File: src/hdl/bblc_pkg.sv
`default_nettype none
package bblc_pkg;

    // default coordinate width and queue depth
    localparam int COORD_BITS_DEF  = 20;
    localparam int QUEUE_DEPTH_DEF = 4;

    // fixed field widths
    localparam int KIND_BITS  = 3;
    localparam int FAIL_BITS  = 3;
    localparam int LIMIT_BITS = 32;
    localparam int MAG_BITS   = 16;
    localparam int SQ_BITS    = 2 * MAG_BITS;
    localparam int SUM_BITS   = SQ_BITS + 2;
    localparam int CFG_IDX_BITS = 2;

    // atom kind codes
    localparam logic [KIND_BITS-1:0] KIND_N     = 3'd0;
    localparam logic [KIND_BITS-1:0] KIND_CA    = 3'd1;
    localparam logic [KIND_BITS-1:0] KIND_C     = 3'd2;
    localparam logic [KIND_BITS-1:0] KIND_O     = 3'd3;
    localparam logic [KIND_BITS-1:0] KIND_OTHER = 3'd4;

    // failing bond codes
    localparam logic [FAIL_BITS-1:0] FAIL_NONE = 3'd0;
    localparam logic [FAIL_BITS-1:0] FAIL_C_O  = 3'd1;
    localparam logic [FAIL_BITS-1:0] FAIL_C_N  = 3'd2;
    localparam logic [FAIL_BITS-1:0] FAIL_N_CA = 3'd3;
    localparam logic [FAIL_BITS-1:0] FAIL_CA_C = 3'd4;

    // register indexes
    localparam logic [CFG_IDX_BITS-1:0] REG_C_O  = 2'd0;
    localparam logic [CFG_IDX_BITS-1:0] REG_C_N  = 2'd1;
    localparam logic [CFG_IDX_BITS-1:0] REG_N_CA = 2'd2;
    localparam logic [CFG_IDX_BITS-1:0] REG_CA_C = 2'd3;

    // limit reset values
    localparam logic [LIMIT_BITS-1:0] LIMIT_C_O_RST  = 32'd1638400;
    localparam logic [LIMIT_BITS-1:0] LIMIT_C_N_RST  = 32'd2359296;
    localparam logic [LIMIT_BITS-1:0] LIMIT_N_CA_RST = 32'd2359296;
    localparam logic [LIMIT_BITS-1:0] LIMIT_CA_C_RST = 32'd2621440;

    // one bond to check: magnitudes of the per-axis differences
    typedef struct packed {
        logic                 chk;
        logic                 big;
        logic [FAIL_BITS-1:0] code;
        logic [MAG_BITS-1:0]  mag_x;
        logic [MAG_BITS-1:0]  mag_y;
        logic [MAG_BITS-1:0]  mag_z;
    } t_bond;

    // classified word passed from front to back
    typedef struct packed {
        t_bond cn;
        t_bond near;
        logic  last;
    } t_check;

    // configured limits
    typedef struct packed {
        logic [LIMIT_BITS-1:0] c_o;
        logic [LIMIT_BITS-1:0] c_n;
        logic [LIMIT_BITS-1:0] n_ca;
        logic [LIMIT_BITS-1:0] ca_c;
    } t_limits;

endpackage
`default_nettype wire

File: src/hdl/backbone_bond_length_check_unit.sv
// backbone bond length checker, one atom word per cycle while the queue is not full
// a result word is registered once the last atom has passed the queue and the squares stage
// throughput: one atom per cycle; the queue between classifier and checker
// absorbs output stalls up to its depth before the input stalls
// reset (synchronous, active low): limits return to defaults, fragment state,
// queue and pipeline clear; no result is pending
`default_nettype none
module backbone_bond_length_check_unit #(
    parameter int COORD_BITS  = bblc_pkg::COORD_BITS_DEF,
    parameter int QUEUE_DEPTH = bblc_pkg::QUEUE_DEPTH_DEF
) (
    input  wire logic                                      i_clk,
    input  wire logic                                      i_rst_n,
    // atom channel
    input  wire logic                                      i_valid,
    output logic                                           o_stall,
    input  wire logic        [bblc_pkg::KIND_BITS-1:0]     i_atom_kind,
    input  wire logic signed [COORD_BITS-1:0]              i_pos_x,
    input  wire logic signed [COORD_BITS-1:0]              i_pos_y,
    input  wire logic signed [COORD_BITS-1:0]              i_pos_z,
    input  wire logic                                      i_last_atom,
    // result channel
    output logic                                           o_valid,
    input  wire logic                                      i_stall,
    output logic                                           o_passed,
    output logic             [bblc_pkg::FAIL_BITS-1:0]     o_fail_kind,
    // configuration write channel
    input  wire logic                                      i_cfg_valid,
    output logic                                           o_cfg_ready,
    input  wire logic        [bblc_pkg::CFG_IDX_BITS-1:0]  i_cfg_index,
    input  wire logic        [bblc_pkg::LIMIT_BITS-1:0]    i_cfg_data
);

    localparam int QW = $bits(bblc_pkg::t_check);

    bblc_pkg::t_limits r_limits;
    bblc_pkg::t_check  fr_word, q_word;
    logic              q_full, q_empty, q_pop, in_accept;
    logic [QW-1:0]     q_rd_data;

    assign o_cfg_ready = 1'b1;
    assign o_stall     = q_full;
    assign in_accept   = i_valid && !q_full;
    assign q_word      = bblc_pkg::t_check'(q_rd_data);

    // limit registers
    always_ff @(posedge i_clk) begin
        if (!i_rst_n) begin
            r_limits.c_o  <= bblc_pkg::LIMIT_C_O_RST;
            r_limits.c_n  <= bblc_pkg::LIMIT_C_N_RST;
            r_limits.n_ca <= bblc_pkg::LIMIT_N_CA_RST;
            r_limits.ca_c <= bblc_pkg::LIMIT_CA_C_RST;
        end else if (i_cfg_valid && o_cfg_ready) begin
            unique case (i_cfg_index)
                bblc_pkg::REG_C_O:  r_limits.c_o  <= i_cfg_data;
                bblc_pkg::REG_C_N:  r_limits.c_n  <= i_cfg_data;
                bblc_pkg::REG_N_CA: r_limits.n_ca <= i_cfg_data;
                bblc_pkg::REG_CA_C: r_limits.ca_c <= i_cfg_data;
                default: ;
            endcase
        end
    end

    // classifier: tracks previous atoms and forms bond words
    bblc_front #(
        .COORD_BITS (COORD_BITS)
    ) u_front (
        .i_clk       (i_clk),
        .i_rst_n     (i_rst_n),
        .i_accept    (in_accept),
        .i_atom_kind (i_atom_kind),
        .i_pos_x     (i_pos_x),
        .i_pos_y     (i_pos_y),
        .i_pos_z     (i_pos_z),
        .i_last_atom (i_last_atom),
        .o_word      (fr_word)
    );

    // queue between classifier and checker
    bblc_fifo #(
        .WIDTH (QW),
        .DEPTH (QUEUE_DEPTH)
    ) u_queue (
        .i_clk     (i_clk),
        .i_rst_n   (i_rst_n),
        .i_wr_en   (in_accept),
        .i_wr_data (fr_word),
        .o_full    (q_full),
        .i_rd_en   (q_pop),
        .o_rd_data (q_rd_data),
        .o_empty   (q_empty)
    );

    // checker: squares, limit compares, first failure and result
    bblc_back u_back (
        .i_clk       (i_clk),
        .i_rst_n     (i_rst_n),
        .i_limits    (r_limits),
        .i_q_empty   (q_empty),
        .i_q_word    (q_word),
        .o_q_pop     (q_pop),
        .o_valid     (o_valid),
        .i_stall     (i_stall),
        .o_passed    (o_passed),
        .o_fail_kind (o_fail_kind)
    );

endmodule
`default_nettype wire

File: src/hdl/bblc_fifo.sv
`default_nettype none
module bblc_fifo #(
    parameter int WIDTH = 8,
    parameter int DEPTH = 4
) (
    input  wire logic             i_clk,
    input  wire logic             i_rst_n,
    input  wire logic             i_wr_en,
    input  wire logic [WIDTH-1:0] i_wr_data,
    output logic                  o_full,
    input  wire logic             i_rd_en,
    output logic      [WIDTH-1:0] o_rd_data,
    output logic                  o_empty
);

    localparam int AW = (DEPTH > 1) ? $clog2(DEPTH) : 1;

    logic [WIDTH-1:0] r_mem [DEPTH];
    logic [AW-1:0]    r_wr_ptr, r_rd_ptr;
    logic [AW:0]      r_count;
    logic             wr_go, rd_go;

    // status
    assign o_full    = (r_count == (AW+1)'(DEPTH));
    assign o_empty   = (r_count == '0);
    assign o_rd_data = r_mem[r_rd_ptr];
    assign wr_go     = i_wr_en && !o_full;
    assign rd_go     = i_rd_en && !o_empty;

    // storage
    always_ff @(posedge i_clk) begin
        if (wr_go) begin
            r_mem[r_wr_ptr] <= i_wr_data;
        end
    end

    // pointers and fill count
    always_ff @(posedge i_clk) begin
        if (!i_rst_n) begin
            r_wr_ptr <= '0;
            r_rd_ptr <= '0;
            r_count  <= '0;
        end else begin
            if (wr_go) begin
                r_wr_ptr <= (r_wr_ptr == AW'(DEPTH - 1)) ? '0 : r_wr_ptr + 1'b1;
            end
            if (rd_go) begin
                r_rd_ptr <= (r_rd_ptr == AW'(DEPTH - 1)) ? '0 : r_rd_ptr + 1'b1;
            end
            if (wr_go && !rd_go) begin
                r_count <= r_count + 1'b1;
            end else if (rd_go && !wr_go) begin
                r_count <= r_count - 1'b1;
            end
        end
    end

endmodule
`default_nettype wire

File: src/hdl/bblc_front.sv
`default_nettype none
module bblc_front #(
    parameter int COORD_BITS = bblc_pkg::COORD_BITS_DEF
) (
    input  wire logic                                   i_clk,
    input  wire logic                                   i_rst_n,
    input  wire logic                                   i_accept,
    input  wire logic        [bblc_pkg::KIND_BITS-1:0]  i_atom_kind,
    input  wire logic signed [COORD_BITS-1:0]           i_pos_x,
    input  wire logic signed [COORD_BITS-1:0]           i_pos_y,
    input  wire logic signed [COORD_BITS-1:0]           i_pos_z,
    input  wire logic                                   i_last_atom,
    output bblc_pkg::t_check                            o_word
);

    localparam int MB = bblc_pkg::MAG_BITS;
    localparam int EW = (COORD_BITS + 1 > MB) ? COORD_BITS + 1 : MB + 1;

    logic        [bblc_pkg::KIND_BITS-1:0] r_p1_kind, r_p2_kind;
    logic signed [COORD_BITS-1:0]          r_p1_x, r_p1_y, r_p1_z;
    logic signed [COORD_BITS-1:0]          r_p2_x, r_p2_y, r_p2_z;
    logic [MB:0] cn_x, cn_y, cn_z, nr_x, nr_y, nr_z;

    // magnitude of a coordinate difference, top bit flags 2^16 or more
    function automatic logic [MB:0] axis_mag(
        input logic signed [COORD_BITS-1:0] a,
        input logic signed [COORD_BITS-1:0] b
    );
        logic [COORD_BITS:0] d;
        logic [COORD_BITS:0] m;
        logic [EW-1:0]       e;
        d = {a[COORD_BITS-1], a} - {b[COORD_BITS-1], b};
        m = d[COORD_BITS] ? (~d + 1'b1) : d;
        e = EW'(m);
        return {|e[EW-1:MB], e[MB-1:0]};
    endfunction

    assign cn_x = axis_mag(r_p2_x, i_pos_x);
    assign cn_y = axis_mag(r_p2_y, i_pos_y);
    assign cn_z = axis_mag(r_p2_z, i_pos_z);
    assign nr_x = axis_mag(r_p1_x, i_pos_x);
    assign nr_y = axis_mag(r_p1_y, i_pos_y);
    assign nr_z = axis_mag(r_p1_z, i_pos_z);

    // classify the bonds closed by this atom
    always_comb begin
        o_word.last       = i_last_atom;
        o_word.cn.chk     = (r_p2_kind == bblc_pkg::KIND_C) &&
                            (i_atom_kind == bblc_pkg::KIND_N);
        o_word.cn.code    = bblc_pkg::FAIL_C_N;
        o_word.cn.big     = cn_x[MB] | cn_y[MB] | cn_z[MB];
        o_word.cn.mag_x   = cn_x[MB-1:0];
        o_word.cn.mag_y   = cn_y[MB-1:0];
        o_word.cn.mag_z   = cn_z[MB-1:0];
        o_word.near.big   = nr_x[MB] | nr_y[MB] | nr_z[MB];
        o_word.near.mag_x = nr_x[MB-1:0];
        o_word.near.mag_y = nr_y[MB-1:0];
        o_word.near.mag_z = nr_z[MB-1:0];
        priority if (r_p1_kind == bblc_pkg::KIND_C && i_atom_kind == bblc_pkg::KIND_O) begin
            o_word.near.chk  = 1'b1;
            o_word.near.code = bblc_pkg::FAIL_C_O;
        end else if (r_p1_kind == bblc_pkg::KIND_N && i_atom_kind == bblc_pkg::KIND_CA) begin
            o_word.near.chk  = 1'b1;
            o_word.near.code = bblc_pkg::FAIL_N_CA;
        end else if (r_p1_kind == bblc_pkg::KIND_CA && i_atom_kind == bblc_pkg::KIND_C) begin
            o_word.near.chk  = 1'b1;
            o_word.near.code = bblc_pkg::FAIL_CA_C;
        end else begin
            o_word.near.chk  = 1'b0;
            o_word.near.code = bblc_pkg::FAIL_NONE;
        end
    end

    // previous atom kinds, cleared at fragment end
    always_ff @(posedge i_clk) begin
        if (!i_rst_n) begin
            r_p1_kind <= bblc_pkg::KIND_OTHER;
            r_p2_kind <= bblc_pkg::KIND_OTHER;
        end else if (i_accept) begin
            if (i_last_atom) begin
                r_p1_kind <= bblc_pkg::KIND_OTHER;
                r_p2_kind <= bblc_pkg::KIND_OTHER;
            end else begin
                r_p1_kind <= i_atom_kind;
                r_p2_kind <= r_p1_kind;
            end
        end
    end

    // previous atom positions
    always_ff @(posedge i_clk) begin
        if (i_accept) begin
            r_p1_x <= i_pos_x;
            r_p1_y <= i_pos_y;
            r_p1_z <= i_pos_z;
            r_p2_x <= r_p1_x;
            r_p2_y <= r_p1_y;
            r_p2_z <= r_p1_z;
        end
    end

endmodule
`default_nettype wire

File: src/hdl/bblc_back.sv
`default_nettype none
module bblc_back (
    input  wire logic                                  i_clk,
    input  wire logic                                  i_rst_n,
    input  wire bblc_pkg::t_limits                     i_limits,
    input  wire logic                                  i_q_empty,
    input  wire bblc_pkg::t_check                      i_q_word,
    output logic                                       o_q_pop,
    output logic                                       o_valid,
    input  wire logic                                  i_stall,
    output logic                                       o_passed,
    output logic              [bblc_pkg::FAIL_BITS-1:0] o_fail_kind
);

    localparam int SQ  = bblc_pkg::SQ_BITS;
    localparam int SUM = bblc_pkg::SUM_BITS;
    localparam int FB  = bblc_pkg::FAIL_BITS;

    // squares stage
    logic           r_s1_v, r_s1_last;
    logic           r_cn_chk, r_cn_big, r_nr_chk, r_nr_big;
    logic [FB-1:0]  r_nr_code;
    logic [SQ-1:0]  r_cn_sx, r_cn_sy, r_cn_sz, r_nr_sx, r_nr_sy, r_nr_sz;
    // fragment and output state
    logic [FB-1:0]  r_first;
    logic           r_out_v, r_passed;
    logic [FB-1:0]  r_fail_kind;

    logic                             out_free, s1_take, s1_load;
    logic [SUM-1:0]                   cn_sum, nr_sum;
    logic [bblc_pkg::LIMIT_BITS-1:0]  nr_limit;
    logic                             cn_fail, nr_fail;
    logic [FB-1:0]                    hit, cur;

    // flow control
    assign out_free = !r_out_v || !i_stall;
    assign s1_take  = r_s1_v && (out_free || !r_s1_last);
    assign s1_load  = !r_s1_v || s1_take;
    assign o_q_pop  = s1_load && !i_q_empty;

    // limit for the bond from the previous atom
    always_comb begin
        unique case (r_nr_code)
            bblc_pkg::FAIL_C_O:  nr_limit = i_limits.c_o;
            bblc_pkg::FAIL_N_CA: nr_limit = i_limits.n_ca;
            bblc_pkg::FAIL_CA_C: nr_limit = i_limits.ca_c;
            default:             nr_limit = i_limits.c_o;
        endcase
    end

    // sum of squares and limit compare
    assign cn_sum  = SUM'(r_cn_sx) + SUM'(r_cn_sy) + SUM'(r_cn_sz);
    assign nr_sum  = SUM'(r_nr_sx) + SUM'(r_nr_sy) + SUM'(r_nr_sz);
    assign cn_fail = r_cn_chk && (r_cn_big || (cn_sum > SUM'(i_limits.c_n)));
    assign nr_fail = r_nr_chk && (r_nr_big || (nr_sum > SUM'(nr_limit)));

    // first failure wins, the bond two atoms back ranks ahead
    always_comb begin
        priority if (cn_fail) begin
            hit = bblc_pkg::FAIL_C_N;
        end else if (nr_fail) begin
            hit = r_nr_code;
        end else begin
            hit = bblc_pkg::FAIL_NONE;
        end
        cur = (r_first == bblc_pkg::FAIL_NONE) ? hit : r_first;
    end

    // squares pipeline payload
    always_ff @(posedge i_clk) begin
        if (o_q_pop) begin
            r_s1_last <= i_q_word.last;
            r_cn_chk  <= i_q_word.cn.chk;
            r_cn_big  <= i_q_word.cn.big;
            r_nr_chk  <= i_q_word.near.chk;
            r_nr_big  <= i_q_word.near.big;
            r_nr_code <= i_q_word.near.code;
            r_cn_sx   <= i_q_word.cn.mag_x * i_q_word.cn.mag_x;
            r_cn_sy   <= i_q_word.cn.mag_y * i_q_word.cn.mag_y;
            r_cn_sz   <= i_q_word.cn.mag_z * i_q_word.cn.mag_z;
            r_nr_sx   <= i_q_word.near.mag_x * i_q_word.near.mag_x;
            r_nr_sy   <= i_q_word.near.mag_y * i_q_word.near.mag_y;
            r_nr_sz   <= i_q_word.near.mag_z * i_q_word.near.mag_z;
        end
    end

    // stage valid, latched failure and result word
    always_ff @(posedge i_clk) begin
        if (!i_rst_n) begin
            r_s1_v  <= 1'b0;
            r_first <= bblc_pkg::FAIL_NONE;
            r_out_v <= 1'b0;
        end else begin
            if (s1_load) begin
                r_s1_v <= !i_q_empty;
            end
            if (s1_take) begin
                r_first <= r_s1_last ? bblc_pkg::FAIL_NONE : cur;
            end
            if (s1_take && r_s1_last) begin
                r_out_v <= 1'b1;
            end else if (!i_stall) begin
                r_out_v <= 1'b0;
            end
        end
    end

    // result payload
    always_ff @(posedge i_clk) begin
        if (s1_take && r_s1_last) begin
            r_passed    <= (cur == bblc_pkg::FAIL_NONE);
            r_fail_kind <= cur;
        end
    end

    assign o_valid     = r_out_v;
    assign o_passed    = r_passed;
    assign o_fail_kind = r_fail_kind;

endmodule
`default_nettype wire

File: config.mk
export PLATFORM = sky130hd
export DESIGN_NAME = backbone_bond_length_check_unit
export DESIGN_NICKNAME = d
export VERILOG_FILES = /design/src/hdl/bblc_pkg.sv /design/src/hdl/backbone_bond_length_check_unit.sv /design/src/hdl/bblc_fifo.sv /design/src/hdl/bblc_front.sv /design/src/hdl/bblc_back.sv
export SDC_FILE = /design/constraint.sdc
export NUM_CORES = 2
export LEC_CHECK = 0
export BUFFER_PORTS_ARGS = -buffer_cell sky130_fd_sc_hd__buf_2
export CORE_MARGIN = 8
export CORE_UTILIZATION = 31
export DETAILED_ROUTE_END_ITERATION = 16
export GPL_TIMING_DRIVEN = 0
export MAX_ROUTING_LAYER = met4
export PLACE_DENSITY = 0.52
export SETUP_SLACK_MARGIN = 0.1
export SYNTH_ARGS = -nofsm -noshare
export SYNTH_HDL_FRONTEND = slang
export SYNTH_SLANG_ARGS = --single-unit
File: constraint.sdc
create_clock -name i_clk -period 11.7 [get_ports i_clk]
set_input_delay 2.34 -clock i_clk [delete_from_list [all_inputs] [get_ports i_clk]]
set_output_delay 2.34 -clock i_clk [all_outputs]
set_load 0.01 [all_outputs]
==> results.md <==
* Status: finished, final reports clean
* Startpoint types: flop
* Prevailing post-synth register cell: edfxtp_1
* Critical Path End Type: flop
* Max Clock Skew at 0.0768 ns
* Grt total ovfl at 0
* Critical R2R Capture: u_back.r_cn_sy[30]$_DFFE_PP_
* Most used cell, CP: fa_1
* Clock Latency Late Sink at 0.74 ns
* Share of cells above drive strength 1 at 5.38%
* Post-synth top area share at 24.9%
* Final cell count without fillers at 12992
* Fin crit period at 11.17 ns
* Average cell area after synthesis at 9.94 um^2
* Wire length on met3 at 12500 um
* DR vias at 63485
* Period utilization at 95.5%
* Unrepaired setup endpoints after global routing: false
* Library cells used by synthesis at 92
* DIE WIDTH at 551 um
* Total track usage at 16.5%
* Count leader, synth: inv_1
* CP Max Fanout at 10
* Dpl cells at 12800
* Number of global-route vias before repair at 65576
* Critical path's slowest cell: buf_1
* Initial antenna violation count at 18
* CTS clk-pin slew, worst paths at 0.06 ns
* Per-cell routed wire length at 19.1 um
* Pin count of the biggest net entering global routing at 102
* M1 WL at 118000 um
* Max Used Layer: met4
* Placer Congestion at 0.905
* Required @ worst endpoint at 12.14 ns
* Final slew viol count at 0
* Synth cell count leaders: 1583 x inv_1, 993 x fa_1, 900 x ha_1
* Synth warn at 0
* Fill cell count at 28890
* Die Height at 551 um
* Area grow syn2layout at 10.1%
* Post-synthesis sequential area ratio at 28.2%
* Die area at 0.303 mm^2
* Core area at 0.285 mm^2
* Cell Area, Synth at 0.0886 mm^2
* Routed Wire Length at 248000 um
* Cells on worst reg2reg path at 29
* Net count, final at 11133
* Via/cell ratio at 4.89
* Number of nets still failing antenna checks after routing at 0
* Hold Crit Depth at 0
* Crit path DAT at 11.62 ns
* First-pass iteration count of the detailed router at 5
* Setup violators final at 0
* Root Driver: clkbuf_16
* Met2 WL post-DR at 113000 um
* Worst Hold Class: reg -> reg
* Syn Inst Count at 8914
* # IOs at 110
* Max-Cap Viols at 0
* H-tree levels at 3
* Initial core utilization at 31.1%
* Yosys reg bits at 882
* Max_slew headroom at 2.80%
* Buffers on Ports at 107
* Multi-input gate area at 0.0568 mm^2
* First-pass GRT wire length at 381000 um
* FF/Latch Area at 0.0250 mm^2
* Reg-to-reg setup timing slack at 0.53 ns
* Slew @ Worst Pin at 1.45 ns
* Yosys top cell by area: edfxtp_1
* Worst stage delay on the critical path at 1.01 ns
* Post-synth EDFFs at 734
* Drt initial violations at 4303
* Final HPWL DP at 202000 um
* TritonCTS clock tree: built
* Critical path endpoint: u_back.r_cn_sy[30]$_DFFE_PP_
* Post-CTS Setup Bufs at 0
* Row cnt at 196
* Fin. Hold Viols at 0
* Sink Count at 882
* Synth Net Count at 10910
* CTS Buf Count at 97
* Crit Path Category: reg -> reg
* Max Freq at 0.0895 GHz
* Post-route DRC violation count at 0
* Main area contributors after synthesis: edfxtp_1 25%, fa_1 22%, ha_1 13%, inv_1 6.7%, nand2_1 3.8%
* Clock Tree Buf Depth at 3
* Async S/R FF share, synth at 0%
* Cts hold-fix bufs at 0
==> state kept, by name, indices dropped and copies added (netlist names), 2 cells and up, named ones only <==
name	flops
u_queue.r_mem	416
r_limits	128
u_back.r_cn_sx	31
u_back.r_cn_sy	31
u_back.r_cn_sz	31
u_back.r_nr_sx	31
u_back.r_nr_sy	31
u_back.r_nr_sz	31
u_front.r_p1_x	20
u_front.r_p1_y	20
u_front.r_p1_z	20
u_front.r_p2_x	20
u_front.r_p2_y	20
u_front.r_p2_z	20
u_back.o_fail_kind	3
u_back.r_first	3
u_back.r_nr_code	3
u_front.r_p1_kind	3
u_front.r_p2_kind	3
u_queue.r_count	3
u_queue.r_rd_ptr	2
u_queue.r_wr_ptr	2
==> kinds of logic after synthesis <==
family                   after synthesis  share of synthesized area [%]
multiplexers                         217                           2.71
AND/OR/NAND/NOR                     2212                           11.0
AO/OA/AOI/OAI                       1409                           10.6
flip-flops                           882                           28.2
XOR/XNOR                             474                           4.68
adder cells (fa/ha/maj)             1893                           35.1
buffers and inverters               1826                           7.74
other                                  1                        0.00423
==> per-layer routing <==
layer  up-vias  GRT usage [%]
met2      1458           26.4
met1     31820           23.0
met5         -              -
li1      29938              -
met3       269           1.74
met4         0           3.10
==> worst min-delay path by stage <==
stage / from / endpoint / slack, ns
4_1_cts: u_front.r_p1_y[16]$_DFFE_PP_ / u_front.r_p2_y[16]$_DFFE_PP_ / 0.46
5_1_grt: u_front.r_p1_z[15]$_DFFE_PP_ / u_front.r_p2_z[15]$_DFFE_PP_ / 0.46
3_3_place_gp: u_front.r_p1_y[0]$_DFFE_PP_ / u_front.r_p2_y[0]$_DFFE_PP_ / 0.44
3_5_place_dp: u_front.r_p1_y[16]$_DFFE_PP_ / u_front.r_p2_y[16]$_DFFE_PP_ / 0.44
6_report: u_front.r_p1_x[2]$_DFFE_PP_ / u_front.r_p2_x[2]$_DFFE_PP_ / 0.46
2_1_floorplan: u_front.r_p1_x[0]$_DFFE_PP_ / u_front.r_p2_x[0]$_DFFE_PP_ / 0.43
==> stage by stage <==
stage	hold slack, ns	setup TNS (ns)	cell area (um^2)	setup WS, ns	utilization (%)
2_1_floorplan	0.426	0	88600	2.38	-
3_3_place_gp	0.440	-889.05	93900	-2.19	33.0
3_5_place_dp	0.443	0	94300	0.0953	33.1
4_1_cts	0.459	0	97500	0.136	34.2
5_1_grt	0.464	0	97500	0.110	34.3
6_report	0.457	0	97500	0.526	34.3
==> worst max-delay path, delay by kind of cell (launching register included) <==
kind | cells | cell delay, ns
flip-flops | 1 | 0.34
adder cells (fa/ha/maj) | 7 | 3.30
multiplexers | 1 | 0.27
AND/OR/NAND/NOR | 3 | 0.48
AO/OA/AOI/OAI | 10 | 3.00
XOR/XNOR | 1 | 0.20
buffers and inverters | 7 | 3.25
==> final cells by class <==
cell class | instances | area share, %
Clock inverter | 49 | 0.534
Clock buffer | 134 | 2.73
Buffer | 186 | 0.748
Multi-Input combinational cell | 6206 | 58.3
Timing Repair Buffer | 124 | 0.936
Sequential cell | 882 | 25.6
Antenna cell | 9 | 0.0231
Inverter | 1640 | 6.32
Tap cell | 3762 | 4.83
==> cells in the final DEF (no fill, tap or decap), types with 20 or more instances in the layout <==
master     netlist  routed
nand3_1         91      91
inv_2           20      20
xor2_1         138     138
xnor2_1        336     336
clkinv_1        37      46
clkbuf_1       160     182
ha_1           900     900
o31ai_1         25      25
a211oi_1        28      28
mux2_2         101     101
buf_2            0     109
a31oi_1         43      43
nor2b_1         53      53
o211ai_1        34      34
a21oi_1        367     367
nor4_1          27      27
buf_1           25      21
o21ai_1         37      29
a22o_1          34      34
o21ai_0        196     194
and2_1          31      27
o21bai_1        37      37
nand2b_1        68      68
nand2_1        899     899
dfxtp_1        148     148
or3_1           30      30
nor3_1         107     107
and3_1          48      48
a21boi_0       145     145
edfxtp_1       734     734
nor2_1         715     715
mux2i_1        108     108
o21a_1         118     118
a21o_1         161     161
or2_2           36      36
inv_1         1583    1582
nand4_1         34      34
clkbuf_16        0      99
fa_1           993     993
==> what timing repair did <==
action | CTS | global route
gates cloned | 0 | 0
setup endpoints to repair | 2 | 12
gates resized for setup | 1 | 22
Power is left out: the tool's default activity adds up to more than one toggle a clock period on the data nets, which glitch-free logic cannot reach.
